**src/rtl/core/sorted_priority_queue_unit_assert.svh**
```systemverilog
// Assertion macros shared by the sorted priority queue RTL.
`ifndef SORTED_PRIORITY_QUEUE_UNIT_ASSERT_SVH
`define SORTED_PRIORITY_QUEUE_UNIT_ASSERT_SVH

`ifndef SYNTHESIS

// The property must hold at every clock edge outside reset.
`define SPQ_ASSERT_ALWAYS(lbl, clk, rst_n, cond) \
    lbl: assert property (@(posedge clk) disable iff (!(rst_n)) (cond)) \
        else $error("sorted priority queue: invariant violated");

// When the antecedent holds, the consequent holds on the same edge.
`define SPQ_ASSERT_IMP(lbl, clk, rst_n, ante, cons) \
    lbl: assert property (@(posedge clk) disable iff (!(rst_n)) (ante) |-> (cons)) \
        else $error("sorted priority queue: implication violated");

// When the antecedent holds, the consequent holds on the next edge.
`define SPQ_ASSERT_NEXT(lbl, clk, rst_n, ante, cons) \
    lbl: assert property (@(posedge clk) disable iff (!(rst_n)) (ante) |=> (cons)) \
        else $error("sorted priority queue: next-cycle check violated");

`else

`define SPQ_ASSERT_ALWAYS(lbl, clk, rst_n, cond)
`define SPQ_ASSERT_IMP(lbl, clk, rst_n, ante, cons)
`define SPQ_ASSERT_NEXT(lbl, clk, rst_n, ante, cons)

`endif

`endif

```
**src/rtl/core/spq_pkg.sv**
```systemverilog
// Package with types, codes and widths of the sorted priority queue.
`timescale 1ns / 1ps

package spq_pkg;

    localparam int FUNC_W    = 2;
    localparam int PRIO_W    = 16;
    localparam int PAYLOAD_W = 32;
    localparam int STATUS_W  = 2;
    localparam int COUNT_W   = 5;

    localparam int DEF_CAPACITY  = 16;
    localparam int DEF_DATA_BITS = 32;

    typedef enum logic [FUNC_W-1:0] {
        FN_INSERT = 2'd0,
        FN_POP    = 2'd1,
        FN_CLEAR  = 2'd2
    } t_func;

    typedef enum logic [STATUS_W-1:0] {
        ST_OK        = 2'd0,
        ST_POP_EMPTY = 2'd1,
        ST_INS_FULL  = 2'd2,
        ST_CLR_EMPTY = 2'd3
    } t_status;

    // Per-slot update controls driven by the queue store.
    typedef struct packed {
        logic ins;
        logic pop;
    } t_slot_ctl;

    // Operation issued from the input stage to the queue store.
    typedef struct packed {
        logic  go;
        t_func func;
    } t_op;

endpackage

```
**src/rtl/core/spq_slot.sv**
```systemverilog
// One queue slot: holds a pair, compares against the new priority, shifts.
`timescale 1ns / 1ps

module spq_slot #(
    parameter int DATA_BITS = spq_pkg::DEF_DATA_BITS
) (
    input  logic                              i_clk,
    input  spq_pkg::t_slot_ctl                i_ctl,
    input  logic                              i_below_fill,
    input  logic                              i_at_fill,
    input  logic                              i_lt_prev,
    input  logic signed [spq_pkg::PRIO_W-1:0] i_new_prio,
    input  logic [DATA_BITS-1:0]              i_new_data,
    input  logic signed [spq_pkg::PRIO_W-1:0] i_prev_prio,
    input  logic [DATA_BITS-1:0]              i_prev_data,
    input  logic signed [spq_pkg::PRIO_W-1:0] i_next_prio,
    input  logic [DATA_BITS-1:0]              i_next_data,
    output logic                              o_lt,
    output logic signed [spq_pkg::PRIO_W-1:0] o_prio,
    output logic [DATA_BITS-1:0]              o_data,
    output logic signed [spq_pkg::PRIO_W-1:0] o_next_prio,
    output logic [DATA_BITS-1:0]              o_next_data
);

    logic signed [spq_pkg::PRIO_W-1:0] r_prio;
    logic [DATA_BITS-1:0]              r_data;
    logic signed [spq_pkg::PRIO_W-1:0] n_prio;
    logic [DATA_BITS-1:0]              n_data;

    // A held entry with lower priority than the new one moves back by one.
    assign o_lt = i_below_fill && (r_prio < i_new_prio);

    always_comb begin
        n_prio = r_prio;
        n_data = r_data;
        if (i_ctl.ins) begin
            if (i_lt_prev) begin
                n_prio = i_prev_prio;
                n_data = i_prev_data;
            end else if (o_lt || i_at_fill) begin
                n_prio = i_new_prio;
                n_data = i_new_data;
            end
        end else if (i_ctl.pop) begin
            n_prio = i_next_prio;
            n_data = i_next_data;
        end
    end

    always_ff @(posedge i_clk) begin
        r_prio <= n_prio;
        r_data <= n_data;
    end

    assign o_prio      = r_prio;
    assign o_data      = r_data;
    assign o_next_prio = n_prio;
    assign o_next_data = n_data;

endmodule

```
**src/rtl/core/spq_store.sv**
```systemverilog
// Queue store: the row of slots, the fill count and the operation status.
`timescale 1ns / 1ps

module spq_store #(
    parameter int CAPACITY  = spq_pkg::DEF_CAPACITY,
    parameter int DATA_BITS = spq_pkg::DEF_DATA_BITS,
    localparam int CNT_W    = $clog2(CAPACITY + 1)
) (
    input  logic                              i_clk,
    input  logic                              i_rst_n,
    input  spq_pkg::t_op                      i_op,
    input  logic signed [spq_pkg::PRIO_W-1:0] i_prio,
    input  logic [DATA_BITS-1:0]              i_data,
    output spq_pkg::t_status                  o_status,
    output logic [CNT_W-1:0]                  o_fill,
    output logic [CNT_W-1:0]                  o_next_fill,
    output logic signed [spq_pkg::PRIO_W-1:0] o_head_prio,
    output logic [DATA_BITS-1:0]              o_head_data
);

    logic [CNT_W-1:0]   r_fill;
    logic [CNT_W-1:0]   n_fill;
    spq_pkg::t_slot_ctl w_ctl;

    logic                              w_lt        [CAPACITY];
    logic signed [spq_pkg::PRIO_W-1:0] w_prio      [CAPACITY];
    logic [DATA_BITS-1:0]              w_data      [CAPACITY];
    logic signed [spq_pkg::PRIO_W-1:0] w_next_prio [CAPACITY];
    logic [DATA_BITS-1:0]              w_next_data [CAPACITY];

    always_comb begin
        o_status  = spq_pkg::ST_OK;
        n_fill    = r_fill;
        w_ctl.ins = 1'b0;
        w_ctl.pop = 1'b0;
        case (i_op.func)
            spq_pkg::FN_INSERT: begin
                if (r_fill == CNT_W'(CAPACITY)) begin
                    o_status = spq_pkg::ST_INS_FULL;
                end else begin
                    w_ctl.ins = i_op.go;
                    n_fill    = r_fill + CNT_W'(1);
                end
            end
            spq_pkg::FN_POP: begin
                if (r_fill == '0) begin
                    o_status = spq_pkg::ST_POP_EMPTY;
                end else begin
                    w_ctl.pop = i_op.go;
                    n_fill    = r_fill - CNT_W'(1);
                end
            end
            spq_pkg::FN_CLEAR: begin
                if (r_fill == '0) begin
                    o_status = spq_pkg::ST_CLR_EMPTY;
                end else begin
                    n_fill = '0;
                end
            end
            default: begin
                n_fill = r_fill;
            end
        endcase
    end

    always_ff @(posedge i_clk) begin
        if (!i_rst_n) begin
            r_fill <= '0;
        end else if (i_op.go) begin
            r_fill <= n_fill;
        end
    end

    for (genvar gi = 0; gi < CAPACITY; gi++) begin : g_slot
        logic                              w_lt_prev;
        logic signed [spq_pkg::PRIO_W-1:0] w_prev_prio;
        logic [DATA_BITS-1:0]              w_prev_data;
        logic signed [spq_pkg::PRIO_W-1:0] w_nb_prio;
        logic [DATA_BITS-1:0]              w_nb_data;

        if (gi == 0) begin : g_first
            assign w_lt_prev   = 1'b0;
            assign w_prev_prio = i_prio;
            assign w_prev_data = i_data;
        end else begin : g_mid
            assign w_lt_prev   = w_lt[gi-1];
            assign w_prev_prio = w_prio[gi-1];
            assign w_prev_data = w_data[gi-1];
        end

        if (gi == CAPACITY - 1) begin : g_last
            assign w_nb_prio = w_prio[gi];
            assign w_nb_data = w_data[gi];
        end else begin : g_inner
            assign w_nb_prio = w_prio[gi+1];
            assign w_nb_data = w_data[gi+1];
        end

        spq_slot #(
            .DATA_BITS(DATA_BITS)
        ) u_slot (
            .i_clk       (i_clk),
            .i_ctl       (w_ctl),
            .i_below_fill(CNT_W'(gi) < r_fill),
            .i_at_fill   (CNT_W'(gi) == r_fill),
            .i_lt_prev   (w_lt_prev),
            .i_new_prio  (i_prio),
            .i_new_data  (i_data),
            .i_prev_prio (w_prev_prio),
            .i_prev_data (w_prev_data),
            .i_next_prio (w_nb_prio),
            .i_next_data (w_nb_data),
            .o_lt        (w_lt[gi]),
            .o_prio      (w_prio[gi]),
            .o_data      (w_data[gi]),
            .o_next_prio (w_next_prio[gi]),
            .o_next_data (w_next_data[gi])
        );
    end

    assign o_fill      = r_fill;
    assign o_next_fill = n_fill;
    assign o_head_prio = w_next_prio[0];
    assign o_head_data = w_next_data[0];

endmodule

```
**src/rtl/core/sorted_priority_queue_unit.sv**
```systemverilog
// Top level of the sorted priority queue: stream ports, stage registers, checks.
//
//   Channel   Dir  tdata (low bit up)                                   tuser
//   s (in)    in   prio[15:0], payload[47:16]                           func[1:0]
//   m (out)   out  has_head[0], head_prio[16:1], head_data[48:17],      status[1:0]
//                  entry_count[53:49], zero pad[55:54]
//
// Per cycle, one transfer enters the input register unless the output stalls.
// The single update stage compares the new priority against every slot in parallel
// and shifts the row in the same cycle, so it sets the one-item-per-cycle figure.
// Reset (i_rst_n low at a clock edge) empties the queue and both stage registers.
// A stall on the output holds the result register and, once the input register
// is full, deasserts o_s_tready; no transfer is lost or repeated.
`timescale 1ns / 1ps
`include "sorted_priority_queue_unit_assert.svh"

module sorted_priority_queue_unit #(
    parameter int CAPACITY  = spq_pkg::DEF_CAPACITY,
    parameter int DATA_BITS = spq_pkg::DEF_DATA_BITS
) (
    input  logic        i_clk,
    input  logic        i_rst_n,
    input  logic        i_s_tvalid,
    output logic        o_s_tready,
    input  logic [47:0] i_s_tdata,   // prio[15:0], payload[47:16]
    input  logic [1:0]  i_s_tuser,   // func[1:0]
    output logic        o_m_tvalid,
    input  logic        i_m_tready,
    output logic [55:0] o_m_tdata,   // has_head, head_prio, head_data, entry_count
    output logic [1:0]  o_m_tuser    // status[1:0]
);

    localparam int CNT_W = $clog2(CAPACITY + 1);

    // Input stage register.
    logic                                 r_in_valid;
    spq_pkg::t_func                       r_in_func;
    logic signed [spq_pkg::PRIO_W-1:0]    r_in_prio;
    logic signed [spq_pkg::PAYLOAD_W-1:0] r_in_payload;

    // Result register.
    logic                                 r_out_valid;
    spq_pkg::t_status                     r_out_status;
    logic                                 r_out_has_head;
    logic signed [spq_pkg::PRIO_W-1:0]    r_out_prio;
    logic signed [spq_pkg::PAYLOAD_W-1:0] r_out_data;
    logic [spq_pkg::COUNT_W-1:0]          r_out_count;

    logic                              w_adv;
    spq_pkg::t_op                      w_op;
    spq_pkg::t_status                  w_status;
    logic [CNT_W-1:0]                  w_fill;
    logic [CNT_W-1:0]                  w_next_fill;
    logic signed [spq_pkg::PRIO_W-1:0] w_head_prio;
    logic [DATA_BITS-1:0]              w_head_data;
    logic [DATA_BITS-1:0]              w_in_data;
    logic                              w_has_head;

    // The update stage moves whenever the result register is free or draining.
    assign w_adv      = !r_out_valid || i_m_tready;
    assign o_s_tready = !r_in_valid || w_adv;

    always_ff @(posedge i_clk) begin
        if (!i_rst_n) begin
            r_in_valid <= 1'b0;
        end else if (o_s_tready) begin
            r_in_valid <= i_s_tvalid;
        end
    end

    always_ff @(posedge i_clk) begin
        if (o_s_tready && i_s_tvalid) begin
            r_in_func    <= spq_pkg::t_func'(i_s_tuser);
            r_in_prio    <= i_s_tdata[15:0];
            r_in_payload <= i_s_tdata[47:16];
        end
    end

    // The payload is kept sign-extended or truncated to the stored data width.
    assign w_in_data = DATA_BITS'(r_in_payload);
    assign w_op.go   = r_in_valid && w_adv;
    assign w_op.func = r_in_func;

    spq_store #(
        .CAPACITY (CAPACITY),
        .DATA_BITS(DATA_BITS)
    ) u_store (
        .i_clk      (i_clk),
        .i_rst_n    (i_rst_n),
        .i_op       (w_op),
        .i_prio     (r_in_prio),
        .i_data     (w_in_data),
        .o_status   (w_status),
        .o_fill     (w_fill),
        .o_next_fill(w_next_fill),
        .o_head_prio(w_head_prio),
        .o_head_data(w_head_data)
    );

    assign w_has_head = (w_next_fill != '0);

    always_ff @(posedge i_clk) begin
        if (!i_rst_n) begin
            r_out_valid <= 1'b0;
        end else if (w_adv) begin
            r_out_valid <= r_in_valid;
        end
    end

    // The head fields read as zero whenever the queue is empty after the operation.
    always_ff @(posedge i_clk) begin
        if (w_op.go) begin
            r_out_status   <= w_status;
            r_out_has_head <= w_has_head;
            r_out_prio     <= w_has_head ? w_head_prio : '0;
            r_out_data     <= w_has_head ? spq_pkg::PAYLOAD_W'(signed'(w_head_data)) : '0;
            r_out_count    <= spq_pkg::COUNT_W'(w_next_fill);
        end
    end

    assign o_m_tvalid = r_out_valid;
    assign o_m_tuser  = r_out_status;
    assign o_m_tdata  = {2'b00, r_out_count, r_out_data, r_out_prio, r_out_has_head};

    // The fill count never passes the queue depth.
    `SPQ_ASSERT_ALWAYS(a_fill_bound, i_clk, i_rst_n, w_fill <= CNT_W'(CAPACITY))

    // A rejected insert leaves the count untouched.
    `SPQ_ASSERT_NEXT(a_full_keeps, i_clk, i_rst_n,
        w_op.go && w_status == spq_pkg::ST_INS_FULL, w_fill == CNT_W'(CAPACITY))

    // Without an operation issued the count holds.
    `SPQ_ASSERT_NEXT(a_idle_holds, i_clk, i_rst_n, !w_op.go, $stable(w_fill))

    // Any status other than ok reports a count that did not move.
    `SPQ_ASSERT_IMP(a_err_no_change, i_clk, i_rst_n,
        w_status != spq_pkg::ST_OK, w_next_fill == w_fill)

endmodule
```
**config.mk**
```make
export PLATFORM = sky130hd
export DESIGN_NAME = sorted_priority_queue_unit
export DESIGN_NICKNAME = d
export VERILOG_FILES = /design/src/rtl/core/spq_pkg.sv /design/src/rtl/core/spq_slot.sv /design/src/rtl/core/spq_store.sv /design/src/rtl/core/sorted_priority_queue_unit.sv
export VERILOG_INCLUDE_DIRS = /design/src /design/src/rtl/core
export SDC_FILE = /design/constraint.sdc
export NUM_CORES = 2
export LEC_CHECK = 0
export ABC_CLOCK_PERIOD_IN_PS = 9100
export BUFFER_PORTS_ARGS = -buffer_cell sky130_fd_sc_hd__buf_2
export CORE_MARGIN = 2
export CORE_UTILIZATION = 64
export DETAILED_ROUTE_END_ITERATION = 7
export PLACE_DENSITY = 0.81
export SYNTH_ARGS = -nofsm -noshare
export SYNTH_HDL_FRONTEND = slang
export SYNTH_SLANG_ARGS = --single-unit
export TNS_END_PERCENT = 1
```
**constraint.sdc**
```tcl
create_clock -name i_clk -period 9.1 [get_ports i_clk]
set_clock_uncertainty 0.05 [all_clocks]
set_input_delay 0.91 -clock i_clk [delete_from_list [all_inputs] [get_ports i_clk]]
set_output_delay 0.91 -clock i_clk [all_outputs]
set_load 0.02 [all_outputs]
```
## Yosys cells after proc, flatten, opt, wreduce, memory -nomap -nowiden

Cells that the tools add are included.
Widths: inputs -> output; s select.

| operators by class | value |
|---|---|
| add/sub/neg operators | 2 |
| $lt $le $gt $ge | 32 |
| eq/ne operators | 32 |
| muxes and demuxes | 134 |
| reductions and logical operators | 58 |

Operator list:

| cell | count |
|---|---|
| $mux 32 | 61 |
| $mux 16 | 61 |
| $lt 16x16->1 | 16 |
| $eq 4x5->1 const A | 8 |
| $lt 4x5->1 const A | 8 |
| $ne 3x3->1 const B | 13 |
| $reduce_and 2->1 | 15 |
| $eq 3x5->1 const A | 4 |
| $lt 3x5->1 const A | 4 |
| $logic_and 1x1->1 | 18 |
| $logic_or 1x1->1 | 18 |
| $mux 5 | 3 |
| $pmux 5 s3 | 1 |
| $eq 2x5->1 const A | 2 |
| $lt 1x5->1 const A | 2 |
| $lt 2x5->1 const A | 2 |
| $pmux 2 s3 | 1 |
| $add 5x1->5 const B | 1 |
| $eq 1x5->1 const A | 1 |
| $eq 5x5->1 const B | 1 |
| $logic_not 5->1 | 1 |
| $mux 1 | 5 |
| $reduce_bool 5->1 | 1 |
| $sub 5x1->5 const B | 1 |
| 7 further kinds | 10 |

| storage, ports and cells | value |
|---|---|
| bits in registers | 881 |
| bits of input ports | 54 |
| output and inout port bits | 60 |
| word-level logic and storage cells | 301 |

## Logic depth before layout (Yosys ltp)

| depth | value |
|---|---|
| depth in word-level cells | 7 |
| gate-level depth with buffers | 14 |
| depth with buffers taken out | 10 |

## Hierarchy

Synthesis repeated with hierarchy kept, for this count alone.

| second synthesis, totals | value |
|---|---|
| cells, all modules | 7446 |
| area total of the unflattened synthesis | 60626.9 µm² |

By module, submodules not included:

| module | times used | cells each | area each (µm²) | sequential area each (µm²) |
|---|---|---|---|---|
| spq_slot at u_store.g_slot[1].u_slot ... | 9 | 445 | 3499.6 | 960.9 |
| spq_slot at u_store.g_slot[0].u_slot ... | 7 | 445 | 3494.6 | 960.9 |
| sorted_priority_queue_unit | 1 | 180 | 3751.1 | 3223.1 |
| spq_store | 1 | 146 | 917.1 | 100.1 |

## Worst setup path before layout

OpenSTA, ideal clock, no wires.

| timing path | value |
|---|---|
| kind | input -> register |
| start point | input port i_m_tready |
| end point | register u_store.g_slot[15].u_slot.r_data[0], enable pin |
| library setup time | 526 ps |
| arrival | 6447 ps |
| data required time | 8524 ps |
| slack | 2077 ps |
| stages on the path | 8 |
| buffers on the path | 3 |
| path through | nand2b_1 -> nand2_1 -> clkinv_1 -> nand2_1 -> buf_2 -> clkbuf_1 -> clkbuf_1 -> a211oi_1 |

RTL lines:

| what | RTL line | text |
|---|---|---|
| start, declared | sorted_priority_queue_unit.sv:28 | `input logic i_m_tready,` |
| end signal, assigned | spq_slot.sv:52 | `r_data <= n_data;` |
| end, declared | spq_slot.sv:26 | `logic [DATA_BITS-1:0] r_data;` |

## Worst setup path in the final report

| timing path | value |
|---|---|
| start point | register u_store.r_fill[1], in the netlist u_store.o_fill[1] |
| end point | register r_out_data[11] in the netlist's numbering (data pin) |

| on the way | value |
|---|---|
| longest elaborated chain between the ends | 5 |
| elaborated cells on any way between the ends | 19 |
| classes of those cells | 2 x add/sub; 1 x order compare; 1 x eq/ne; 11 x mux; 4 x reduce/logical |

RTL lines:

| what | RTL line | text |
|---|---|---|
| start, declared | spq_store.sv:21 | `logic [CNT_W-1:0] r_fill;` |
| start signal, assigned | spq_store.sv:70 | `r_fill <= n_fill;` |
| parallel branches: the longest is 5 deep, another holds $sub 5x1->5 | -- |  |
| end signal, assigned | sorted_priority_queue_unit.sv:116 | `r_out_data <= w_has_head ? spq_pkg::PAYLOAD_W'(signed'(w_head_data)) : '0;` |
| end, declared | sorted_priority_queue_unit.sv:46 | `logic signed [spq_pkg::PAYLOAD_W-1:0] r_out_data;` |

Several ways; the timed one is not identified.
A chain may end at the register's enable or synchronous reset.

==> run metrics <==
Min Clock Period, post-route=5.77 ns; Worst setup EP type=register; power density normalized to cell area=187 nW/um^2; kind of launch point of the worst setup path=register; core outline area=~75000 um^2; Hold Crit Class=input port to register; maximum number of pins on one net before global-route repair=281; Fmax achieved=0.173 GHz; arrival time at the worst endpoint=6.12 ns; clk sinks=881; half-perimeter wire length of the detailed placement result=86.6 mm; n_diodes=0; Layout Cells excl Fill=5438; Final WS setup=between 3 and 4 ns; wire length of the first global-routing pass=219 mm; placer's final routability congestion estimate=1.00; worst vdd ir=0.000187 V; commonest non-fill, non-tap cell in the layout=edfxtp_1; number of synthesized flops with an enable pin=826; critical-path maximum fanout=35; Worst Hold Path Cells=1; actual transition at the worst max-transition pin=between 1 and 1.5 ns; Post-Place Setup Slack=3.48 ns; Port Buffers=111; post-synthesis sequential area ratio=53.7%; initial antenna violation count=0; area share of the largest cell type after synthesis=51.4%; fin nets=4690; ratio of final minimum period to clock period=63.4%; H-tree depth=3; placed cells=5262; chip width=between 200 and 300 um; cell at the root of the clock tree=clkbuf_16; worst slew margin relative to its limit=6.35%; summed negative setup slack over all endpoints=0 ns; async set or reset register ratio after synthesis=0%; maximum capacitance violations=0; top flip-flop cell by instance count after synthesis=edfxtp_1; start-to-end type of the worst setup path=register to register; leading post-synthesis cells by cell area=edfxtp_1, mux2i_1, ha_1, nand2_1, o21ai_0; total DRC errors in the routed layout=0; TritonCTS clock tree=done; post-CTS setup repair buffer count=0; status=completed; global-route congestion overflow total=0; fraction of layout cells with a size suffix above 1=9.53%; clock latency on the worst-skew pair=0.68 ns; Resized Gates After CTS=0; clock edge transition at the registers on the reported setup and hold paths=roughly 0.060 ns; Final Setup Violations=0; max-slew violations=0; post-synthesis instance area=between 40000 and 50000 um^2; count of different cell masters after synthesis=65; worst endpoint required time=around 9.5 ns; global routing usage summed across all routing layers=between 30% and 40%; Lkg Pwr=around 22 nW; total of warnings raised by yosys=0; Site Rows=100; ports placed on the boundary=114; post-detailed-route wirelength per cell=27.4 um; number of global-route vias before repair=36.3k; cell depth of the worst flop-to-flop path=11; leading cell types in the layout, fill and taps excluded=edfxtp_1, nand2_1, o21ai_0, mux2i_1, ha_1; drt initial violations=6376; routed wire length=149 mm; Final Hold Vio Count=0; TritonCTS Buffers=95; CTS hold repair buffers=0; post-route antenna net violation count=0; count of mapped cells out of synthesis=roughly 4.5k; via-per-instance ratio=7.05; Initial DRT Pass Iterations=8; via total after detailed routing=about 38k; fill cell total of the finished layout=5272; die area=roughly 78000 um^2; post-synthesis register bit count=881; number of buffers between clock root and the deepest sink=3; Area Growth Syn to Fin=9.04%; overall die height=279 um; setup repair after global routing missed its margin=false; cell type with the largest total area after synthesis=edfxtp_1; mean cell area of the mapped netlist=10.8 um^2; starting density of the core=~65%
==> cell usage after synthesis (all sizes together) (3+ instances only) <==
library cell and instances:
edfxtp 826, nand2 756, o21ai 530, mux2i 498
clkbuf 277, ha 246, nor2 213, nand3 189
o211ai 139, a21oi 127, buf 93, inv 82
a31oi 66, dfxtp 55, a21o 50, mux2 50
a22oi 48, a221oi 47, a211oi 29, nand4 23
nand2b 20, nor2b 16, nor3 14, a211o 12
and4 9, a2111oi 6, o21a 6, a221o 5
and3 5, and2 4, nor4 4, nand3b 3
nor3b 3, o2111ai 3, o31ai 3
==> layer usage <==
metal | GRT usage [%] | share of wire [%] | vias up
met5 | 0 | 0 | -
met4 | 19.8 | 5.8 | 0
met3 | 9.07 | 14 | 567
met2 | 55.8 | 43 | 3078
met1 | 51.2 | 37 | 18200
li1 | - | - | 16500
==> state kept, by name (all words and copies together) (netlist names) <==
signal and count:
u_store.g_slot.u_slot.o_data 512, u_store.g_slot.u_slot.o_prio 256, r_in_payload 32, r_out_data 32, r_in_prio 16, r_out_prio 16, r_out_count 5, u_store.o_fill 5
o_m_tuser 2, r_in_func 2, o_m_tvalid 1, r_in_valid 1, r_out_has_head 1
==> final timing paths <==
check	startpoint	slack [ns]	to
worst min-delay path	i_s_tdata[26]	0.35	r_in_payload[10]
worst min register to register	u_store.g_slot[0].u_slot.o_data[24]	0.44	u_store.g_slot[0].u_slot.o_data[24]
worst max-delay path	u_store.o_fill[1]	3.33	r_out_data[11]
worst max register to register	u_store.o_fill[1]	3.33	r_out_data[11]
==> through the flow <==
step | util (%) | total power, mW | hold WS [ns] | area (um^2)
2_1_floorplan | - | 5.52 | 0.404 | 48200
3_3_place_gp | 66.2 | 5.85 | 0.419 | 49400
3_5_place_dp | 66.2 | 5.89 | 0.418 | 49400
4_1_cts | 70.5 | 9.82 | 0.334 | 52600
5_1_grt | 70.5 | 10.1 | 0.334 | 52600
6_report | 70.5 | 9.86 | 0.354 | 52600
==> worst max-delay path, cell delays in order (launching register included) <==
cell and delay (ns):
dfxtp_1 0.57, inv_1 0.17, ha_1 0.29, or4b_1 0.38
inv_4 0.11, nor3b_4 1.11, buf_4 0.73, o21ai_2 0.43
a211o_2 0.65, buf_4 0.41, a221oi_1 0.41, nor2_1 0.10
==> area by class of cell <==
| cell class | count | area, um^2 | area share [%] |
|---|---|---|---|
| flip-flops and latches | 881 | 25900 | 49.2 |
| repair buffers | 175 | 1070 | 2.04 |
| well taps | 969 | 1210 | 2.30 |
| clock buffers | 119 | 2620 | 4.98 |
| inverters | 83 | 315 | 0.599 |
| multi-input cells | 3154 | 20900 | 39.7 |
| clock inverters | 57 | 591 | 1.12 |
==> cell families (layout without fill, tap and decap cells) <==
logic type	Yosys count	after routing	synth area share, %
AND/OR/NAND/NOR	1266	1266	11.0
AO/OA/AOI/OAI	1091	1091	13.7
flip-flops	881	881	53.7
multiplexers	548	548	11.5
buffers and inverters	453	434	3.74
adder cells (fa/ha/maj)	246	246	6.38
other	1	2	0.00777
XOR/XNOR	1	1	0.0182
==> where the power goes <==
group | leakage, nW | switching (mW) | total, mW | internal (mW)
Sequential | 7.98 | 0.157 | 4.75 | 4.60
Combinational | 12.7 | 0.724 | 1.11 | 0.387
Clock | 1.59 | 1.71 | 4.00 | 2.28
No activity file was read; power rests on OpenSTA's default activity.
